===== src/rtl/cpb_pkg.sv =====
// Shared types, codes and default constants for the color presence bitmap.
package cpb_pkg;

    // Default configuration
    localparam int CHANNEL_BITS_DEF = 6;
    localparam int MAP_BYTES_DEF    = 32768;

    // Fixed field widths
    localparam int CHAN_W        = 6;
    localparam int CHAN_EXT_W    = 8;
    localparam int COUNT_W       = 19;

    // Item opcodes
    typedef enum logic [1:0] {
        OP_CLEAR = 2'd0,
        OP_MARK  = 2'd1,
        OP_NEXT  = 2'd2,
        OP_NOP   = 2'd3
    } t_op;

    // Kind of result loaded into the output register
    typedef enum logic [1:0] {
        RES_PLAIN,
        RES_FOUND,
        RES_DONE
    } t_kind;

    // Controller states
    typedef enum logic [2:0] {
        S_INIT,
        S_IDLE,
        S_MARK,
        S_SCAN,
        S_CLEAR,
        S_REPLY
    } t_state;

    typedef struct packed {
        t_op                opcode;
        logic [CHAN_W-1:0]  pixel_red;
        logic [CHAN_W-1:0]  pixel_green;
        logic [CHAN_W-1:0]  pixel_blue;
    } t_in_item;

    typedef struct packed {
        logic [COUNT_W-1:0] distinct_count;
        logic [CHAN_W-1:0]  found_red;
        logic [CHAN_W-1:0]  found_green;
        logic [CHAN_W-1:0]  found_blue;
        logic               color_found;
        logic               scan_done;
    } t_out_item;

    // Controller to datapath
    typedef struct packed {
        logic  rd_pixel;
        logic  rd_cursor;
        logic  scan_step;
        logic  scan_found;
        logic  scan_end;
        logic  mark_commit;
        logic  clear_regs;
        logic  clr_write;
        logic  load_out;
        t_kind kind;
    } t_cmd;

    // Datapath to controller
    typedef struct packed {
        logic at_end;
        logic scan_hit;
        logic scan_last;
        logic clr_last;
    } t_status;

endpackage


===== src/rtl/cpb_ctrl.sv =====
// Controller state machine: sequences mark, scan, clear and result loading.
module cpb_ctrl (
    input  logic             i_clk,
    input  logic             i_rst_n,
    input  logic             i_in_valid,
    input  cpb_pkg::t_op     i_opcode,
    input  cpb_pkg::t_status i_status,
    input  logic             i_out_ready,
    output logic             o_in_ready,
    output logic             o_out_valid,
    output cpb_pkg::t_cmd    o_cmd
);

    cpb_pkg::t_state r_state, n_state;
    cpb_pkg::t_kind  r_kind, n_kind;
    logic            r_out_valid, n_out_valid;
    logic            slot_free;

    // Output register can take a result this cycle
    assign slot_free = !r_out_valid || i_out_ready;

    // Next state
    always_comb begin
        n_state = r_state;
        n_kind  = r_kind;
        unique case (r_state)
            cpb_pkg::S_INIT: begin
                if (i_status.clr_last) begin
                    n_state = cpb_pkg::S_IDLE;
                end
            end
            cpb_pkg::S_IDLE: begin
                if (i_in_valid) begin
                    unique case (i_opcode)
                        cpb_pkg::OP_CLEAR: n_state = cpb_pkg::S_CLEAR;
                        cpb_pkg::OP_MARK:  n_state = cpb_pkg::S_MARK;
                        cpb_pkg::OP_NEXT: begin
                            if (i_status.at_end) begin
                                n_state = cpb_pkg::S_REPLY;
                                n_kind  = cpb_pkg::RES_DONE;
                            end else begin
                                n_state = cpb_pkg::S_SCAN;
                            end
                        end
                        cpb_pkg::OP_NOP: begin
                            n_state = cpb_pkg::S_REPLY;
                            n_kind  = cpb_pkg::RES_PLAIN;
                        end
                        default: n_state = cpb_pkg::S_IDLE;
                    endcase
                end
            end
            cpb_pkg::S_MARK: begin
                if (slot_free) begin
                    n_state = cpb_pkg::S_IDLE;
                end
            end
            cpb_pkg::S_SCAN: begin
                if ((i_status.scan_hit || i_status.scan_last) && slot_free) begin
                    n_state = cpb_pkg::S_IDLE;
                end
            end
            cpb_pkg::S_CLEAR: begin
                if (i_status.clr_last && slot_free) begin
                    n_state = cpb_pkg::S_IDLE;
                end
            end
            cpb_pkg::S_REPLY: begin
                if (slot_free) begin
                    n_state = cpb_pkg::S_IDLE;
                end
            end
            default: n_state = cpb_pkg::S_IDLE;
        endcase
    end

    // Commands to the datapath
    always_comb begin
        o_cmd      = '0;
        o_cmd.kind = cpb_pkg::RES_PLAIN;
        o_in_ready = 1'b0;
        unique case (r_state)
            cpb_pkg::S_INIT: begin
                o_cmd.clr_write = 1'b1;
            end
            cpb_pkg::S_IDLE: begin
                o_in_ready = 1'b1;
                if (i_in_valid) begin
                    unique case (i_opcode)
                        cpb_pkg::OP_CLEAR: o_cmd.clear_regs = 1'b1;
                        cpb_pkg::OP_MARK:  o_cmd.rd_pixel   = 1'b1;
                        cpb_pkg::OP_NEXT:  o_cmd.rd_cursor  = !i_status.at_end;
                        cpb_pkg::OP_NOP:   o_cmd.rd_cursor  = 1'b0;
                        default:           o_cmd.rd_cursor  = 1'b0;
                    endcase
                end
            end
            cpb_pkg::S_MARK: begin
                if (slot_free) begin
                    o_cmd.mark_commit = 1'b1;
                    o_cmd.load_out    = 1'b1;
                end
            end
            cpb_pkg::S_SCAN: begin
                if (i_status.scan_hit) begin
                    if (slot_free) begin
                        o_cmd.scan_found = 1'b1;
                        o_cmd.load_out   = 1'b1;
                        o_cmd.kind       = cpb_pkg::RES_FOUND;
                    end
                end else if (i_status.scan_last) begin
                    if (slot_free) begin
                        o_cmd.scan_end = 1'b1;
                        o_cmd.load_out = 1'b1;
                        o_cmd.kind     = cpb_pkg::RES_DONE;
                    end
                end else begin
                    o_cmd.scan_step = 1'b1;
                end
            end
            cpb_pkg::S_CLEAR: begin
                o_cmd.clr_write = 1'b1;
                o_cmd.load_out  = i_status.clr_last && slot_free;
            end
            cpb_pkg::S_REPLY: begin
                o_cmd.load_out = slot_free;
                o_cmd.kind     = r_kind;
            end
            default: o_in_ready = 1'b0;
        endcase
    end

    // Output valid: set on load, drop when taken
    always_comb begin
        n_out_valid = r_out_valid;
        if (o_cmd.load_out) begin
            n_out_valid = 1'b1;
        end else if (i_out_ready) begin
            n_out_valid = 1'b0;
        end
    end

    assign o_out_valid = r_out_valid;

    always_ff @(posedge i_clk) begin
        if (!i_rst_n) begin
            r_state     <= cpb_pkg::S_INIT;
            r_kind      <= cpb_pkg::RES_PLAIN;
            r_out_valid <= 1'b0;
        end else begin
            r_state     <= n_state;
            r_kind      <= n_kind;
            r_out_valid <= n_out_valid;
        end
    end

endmodule


===== config.mk =====
export PLATFORM = sky130hd
export DESIGN_NAME = cpb_ctrl
export DESIGN_NICKNAME = d
export VERILOG_FILES = /design/src/rtl/cpb_pkg.sv /design/src/rtl/cpb_ctrl.sv
export SDC_FILE = /design/constraint.sdc
export NUM_CORES = 1
export LEC_CHECK = 0
export ABC_AREA = 0
export BUFFER_PORTS_ARGS = -buffer_cell sky130_fd_sc_hd__buf_2
export CORE_AREA = 2 2 39 41
export DETAILED_ROUTE_END_ITERATION = 6
export DIE_AREA = 0 0 41 43
export SLEW_MARGIN = 5
export SYNTH_ARGS = -nofsm -noshare
export SYNTH_HDL_FRONTEND = slang
export SYNTH_SLANG_ARGS = --single-unit
export TNS_END_PERCENT = 5

===== constraint.sdc =====
create_clock -name i_clk -period 1.6 [get_ports i_clk]
set_clock_uncertainty 0.2 [all_clocks]
set_input_delay 0.08 -clock i_clk [delete_from_list [all_inputs] [get_ports i_clk]]
set_output_delay 0.08 -clock i_clk [all_outputs]
set_load 0.005 [all_outputs]

==> run summary <==
- **run status** finished, violations left
- **failing checks** setup timing
- **simple-gate area share of the yosys netlist** 45.1%
- **area share of xor/xnor cells in the synthesized design** 0%
- **post-route worst setup slack** -0.0944 ns
- **accumulated negative setup slack** -0.216 ns
- **vias in the first global route** 500
- **count of nets after finishing** 104
- **Hold Startpoint** i_opcode[1]
- **post-route antenna net violation count** 0
- **Die X** 41 um
- **wire length per cell** 11.9 um
- **main combinational cell family by area after synthesis** simple AND/OR/NAND/NOR gates
- **source-to-sink clock delay at the later pin of the worst-skew pair** 0.24 ns
- **# setup viols final** 5
- **Hold Path Sink** r_state[2]$_SDFFE_PN0P_
- **Max Cap Violations** 0
- **H-tree depth** 1
- **power per unit of standard cell area** 677 nW/um^2
- **remaining global-route overflow** 0
- **overall global routing resource usage** 17.6%
- **Final Util** 54.6%
- **number of slew-limit violations in the final report** 0
- **largest net degree at the start of global routing** 7
- **dpl hpwl** 878 um
- **via count** 536
- **Min-Delay Path Depth** 4
- **area enclosed by the die boundary** 1760 um^2
- **top fanout value on the critical path** 4
- **fmax** 590 MHz
- **area delta synth->final** 75.6%
- **part of the total power dissipated in sequential elements** 29.9%
- **Rel. slew slack** 79.1%
- **kind of start point of the critical path** flip-flop
- **Total Routed Length** 1300 um
- **kind of critical path** flip-flop to primary output
- **clock-pin slew on the worst setup and hold paths** 0.04 ns
- **sequential cell area in the final layout** 108 um^2
- **syn_nets** 63
- **routed via count divided by cell count** 4.92
- **unrepaired setup endpoints after global routing** yes
- **mean cell area of the mapped netlist** 8.12 um^2
- **sw frac** 30.7%
- **clock sink count** 5
- **CP Data Arrival Time** 1.41 ns
- **initial DRC count** 2
- **Tmin final** 1.69 ns
- **Inserted Diodes** 0
- **adder and majority gate portion of the synthesized area** 0%
- **multi-input combinational cell area** 343 um^2
- **worst-case reg-to-reg path depth** 5
- **Worst setup EP type** primary output
- **leakage** 0.000349 uW
- **number of port buffers** 22
- **multiplexer fraction of the synthesized cell area** 6.98%
- **Comb power frac** 41.8%
- **r2r startpoint** r_state[1]$_SDFFE_PN0P_
- **r2r endpoint** r_state[0]$_SDFFE_PN0P_
- **CORE AREA** 1380 um^2
- **part of the Yosys area used for sequential elements** 23.3%
- **antenna violations before repair** 0
- **largest buffer count on any clock path** 2
- **Starting Density** 31.1%
- **Register-to-Register Setup Slack** 0.01 ns
- **area fraction in compound gates after synthesis** 17.7%
- **fraction of final layout cells with drive strength greater than 1** 58.1%
- **TritonCTS clock tree** done
- **height of the die** 43 um
- **number of distinct library cells after synthesis** 27
- **cell area after technology mapping** 430 um^2
- **design internal power** 355 uW
- **Row Count** 14
- **DRC** 0
- **Yosys warning total** 0
- **crit share post-route** 106%
- **num ports** 23
- **Worst Path Required** 1.32 ns
- **Worst Max-Slew Pin Slew** 0.310 ns
- **path category of the worst min-delay check** primary input to flip-flop
- **share of total power in the clock network** 28.3%
- **CTS root buf** sky130_fd_sc_hd__clkbuf_4
- **TritonCTS Buffers** 3
- **number of instances in the synthesized netlist** 53
- **wire length of the first global-routing pass** 2040 um
- **count of final hold-check violations** 0
- **GPL Wtd Cong** 0.781
- **total of flip-flops plus latches after synthesis** 5
- **Fill cells** 135
- **VDD IR max** 0.349 mV
- **DP Worst Slack** -0.0168 ns
- **count of TritonRoute iterations in the first routing pass** 3
- **total net switching power** 157 uW
==> synth_stat cells (all sizes together) <==
| cell type | n | area, um^2 |
|---|---|---|
| dfxtp | 5 | 100 |
| a32oi | 1 | 16.3 |
| and3 | 1 | 6.26 |
| or3b | 1 | 11.3 |
| o21ai | 1 | 5.00 |
| nor2b | 2 | 12.5 |
| mux2i | 3 | 30.0 |
| nor4bb | 2 | 20.0 |
| nand3 | 1 | 5.00 |
| and2 | 1 | 6.26 |
| inv | 1 | 3.75 |
| nand2b | 3 | 18.8 |
| nor3b | 1 | 18.8 |
| or2b | 1 | 8.76 |
| a21oi | 3 | 15.0 |
| nor2 | 10 | 37.5 |
| o21bai | 1 | 7.51 |
| buf | 3 | 26.3 |
| nand3b | 1 | 7.51 |
| a21boi | 1 | 7.51 |
| o311ai | 1 | 8.76 |
| o32ai | 1 | 8.76 |
| nand2 | 5 | 18.8 |
| and4bb | 1 | 12.5 |
| a211oi | 1 | 7.51 |
| and4b | 1 | 10.0 |
==> kinds of logic (layout without fill, tap and decap cells) <==
group                  Yosys count  in the layout
and+or+nand+nor                 31             31
AOI/OAI and AO/OA               10             10
buffers and inverters            4             44
muxes                            3              3
DFF                              5              5
==> metrics by stage <==
step / hold WS, ns / instances / total power, uW / cell area, um^2
after floorplan: -0.0257 / 53 / 249 / 430
after global placement: 0.120 / 95 / 315 / 587
after detailed placement: 0.130 / 95 / 314 / 587
after CTS: 0.0452 / 109 / 504 / 727
after global routing: 0.0976 / 109 / 547 / 756
final: 0.0610 / 109 / 511 / 756
==> cell type report <==
cell class              count  area share [%]
multi-input cells          44            45.4
inverters                   1           0.497
repair buffers             39            33.8
clock buffers               4            3.48
well taps                  16            2.65
flip-flops and latches      5            14.2
==> per-layer routing <==
layer | vias to the layer above | wire length (um) | track usage, %
met5 | - | 0 | 0
met4 | 0 | 27 | 10.0
met3 | 4 | 78 | 4.71
met2 | 17 | 633 | 28.4
met1 | 241 | 559 | 19.3
li1 | 274 | - | -
==> cell usage in the layout (no fill, tap or decap) <==
master / Yosys / routed
sky130_fd_sc_hd__or2b_4: 0 / 1
sky130_fd_sc_hd__dfxtp_2: 0 / 3
sky130_fd_sc_hd__nor2_2: 0 / 1
sky130_fd_sc_hd__nor2b_4: 0 / 1
sky130_fd_sc_hd__nor2_1: 10 / 9
sky130_fd_sc_hd__or3b_4: 1 / 1
sky130_fd_sc_hd__mux2i_1: 3 / 3
sky130_fd_sc_hd__nand3_1: 1 / 1
sky130_fd_sc_hd__buf_4: 2 / 11
sky130_fd_sc_hd__nand2b_1: 3 / 3
sky130_fd_sc_hd__nor4bb_4: 0 / 1
sky130_fd_sc_hd__a21oi_1: 3 / 2
sky130_fd_sc_hd__o21bai_1: 1 / 1
sky130_fd_sc_hd__and3_4: 0 / 1
sky130_fd_sc_hd__buf_2: 0 / 22
sky130_fd_sc_hd__nor2b_1: 2 / 1
sky130_fd_sc_hd__nor4bb_1: 2 / 1
sky130_fd_sc_hd__dfxtp_1: 5 / 1
sky130_fd_sc_hd__buf_6: 1 / 2
sky130_fd_sc_hd__and2_1: 1 / 1
sky130_fd_sc_hd__o21ai_2: 0 / 1
sky130_fd_sc_hd__nand2_2: 0 / 1
sky130_fd_sc_hd__o311ai_0: 1 / 1
sky130_fd_sc_hd__and4bb_2: 1 / 1
sky130_fd_sc_hd__a32oi_2: 1 / 1
sky130_fd_sc_hd__clkbuf_4: 0 / 3
sky130_fd_sc_hd__dfxtp_4: 0 / 1
sky130_fd_sc_hd__a21boi_0: 1 / 1
sky130_fd_sc_hd__inv_1: 1 / 1
sky130_fd_sc_hd__nand2_1: 5 / 4
sky130_fd_sc_hd__clkbuf_1: 0 / 1
sky130_fd_sc_hd__and4b_1: 1 / 1
sky130_fd_sc_hd__nor3b_4: 1 / 1
sky130_fd_sc_hd__dlygate4sd3_1: 0 / 4
sky130_fd_sc_hd__nand3b_1: 1 / 1
sky130_fd_sc_hd__a21oi_2: 0 / 1
sky130_fd_sc_hd__o32ai_1: 1 / 1
sky130_fd_sc_hd__a211oi_1: 1 / 1
==> sequential cells by signal, indices dropped and copies added (netlist names) <==
| name | count |
|---|---|
| r_state | 3 |
| o_out_valid | 1 |
| r_kind | 1 |
==> power groups by stage <==
stage,logic (uW),registers [uW],clock network [uW]
6_report,214,153,145
5_1_grt,234,156,157
3_5_place_dp,163,151,0
3_3_place_gp,164,151,0
2_1_floorplan,98.4,151,0
4_1_cts,200,151,153
==> worst max path at each step <==
stage                            start                      end  slack (ns)  cells past startpoint
3_5_place_dp   r_state[0]$_SDFFE_PN0P_  r_state[0]$_SDFFE_PN0P_       -0.02                      3
3_3_place_gp   r_state[0]$_SDFFE_PN0P_  r_state[0]$_SDFFE_PN0P_      -0.004                      3
2_1_floorplan  r_state[0]$_SDFFE_PN0P_  r_state[0]$_SDFFE_PN0P_        0.05                      4
5_1_grt        r_state[2]$_SDFFE_PN0P_                 o_cmd[9]       -0.15                      5
4_1_cts        r_state[1]$_SDFFE_PN0P_                 o_cmd[1]       -0.07                      5
6_report       r_state[2]$_SDFFE_PN0P_                 o_cmd[9]       -0.09                      5
==> worst max-delay path, stage by stage, from the launching register on <==
cell and delay (ns):
sky130_fd_sc_hd__dfxtp_2 0.34, sky130_fd_sc_hd__buf_6 0.13, sky130_fd_sc_hd__nor3b_4 0.27, sky130_fd_sc_hd__and3_4 0.23, sky130_fd_sc_hd__and2_1 0.11, sky130_fd_sc_hd__buf_2 0.10
==> what timing repair did <==
item                                   4_1_cts  5_1_grt
endpoints found under the hold margin        5        0
hold buffers                                 4        0
buffers inserted                             6        0
setup endpoints to repair                    9       14
cloned                                       0        0
pin swaps                                    6        3
gates resized for setup                     12        6
No activity file was read; power rests on OpenSTA's default activity.
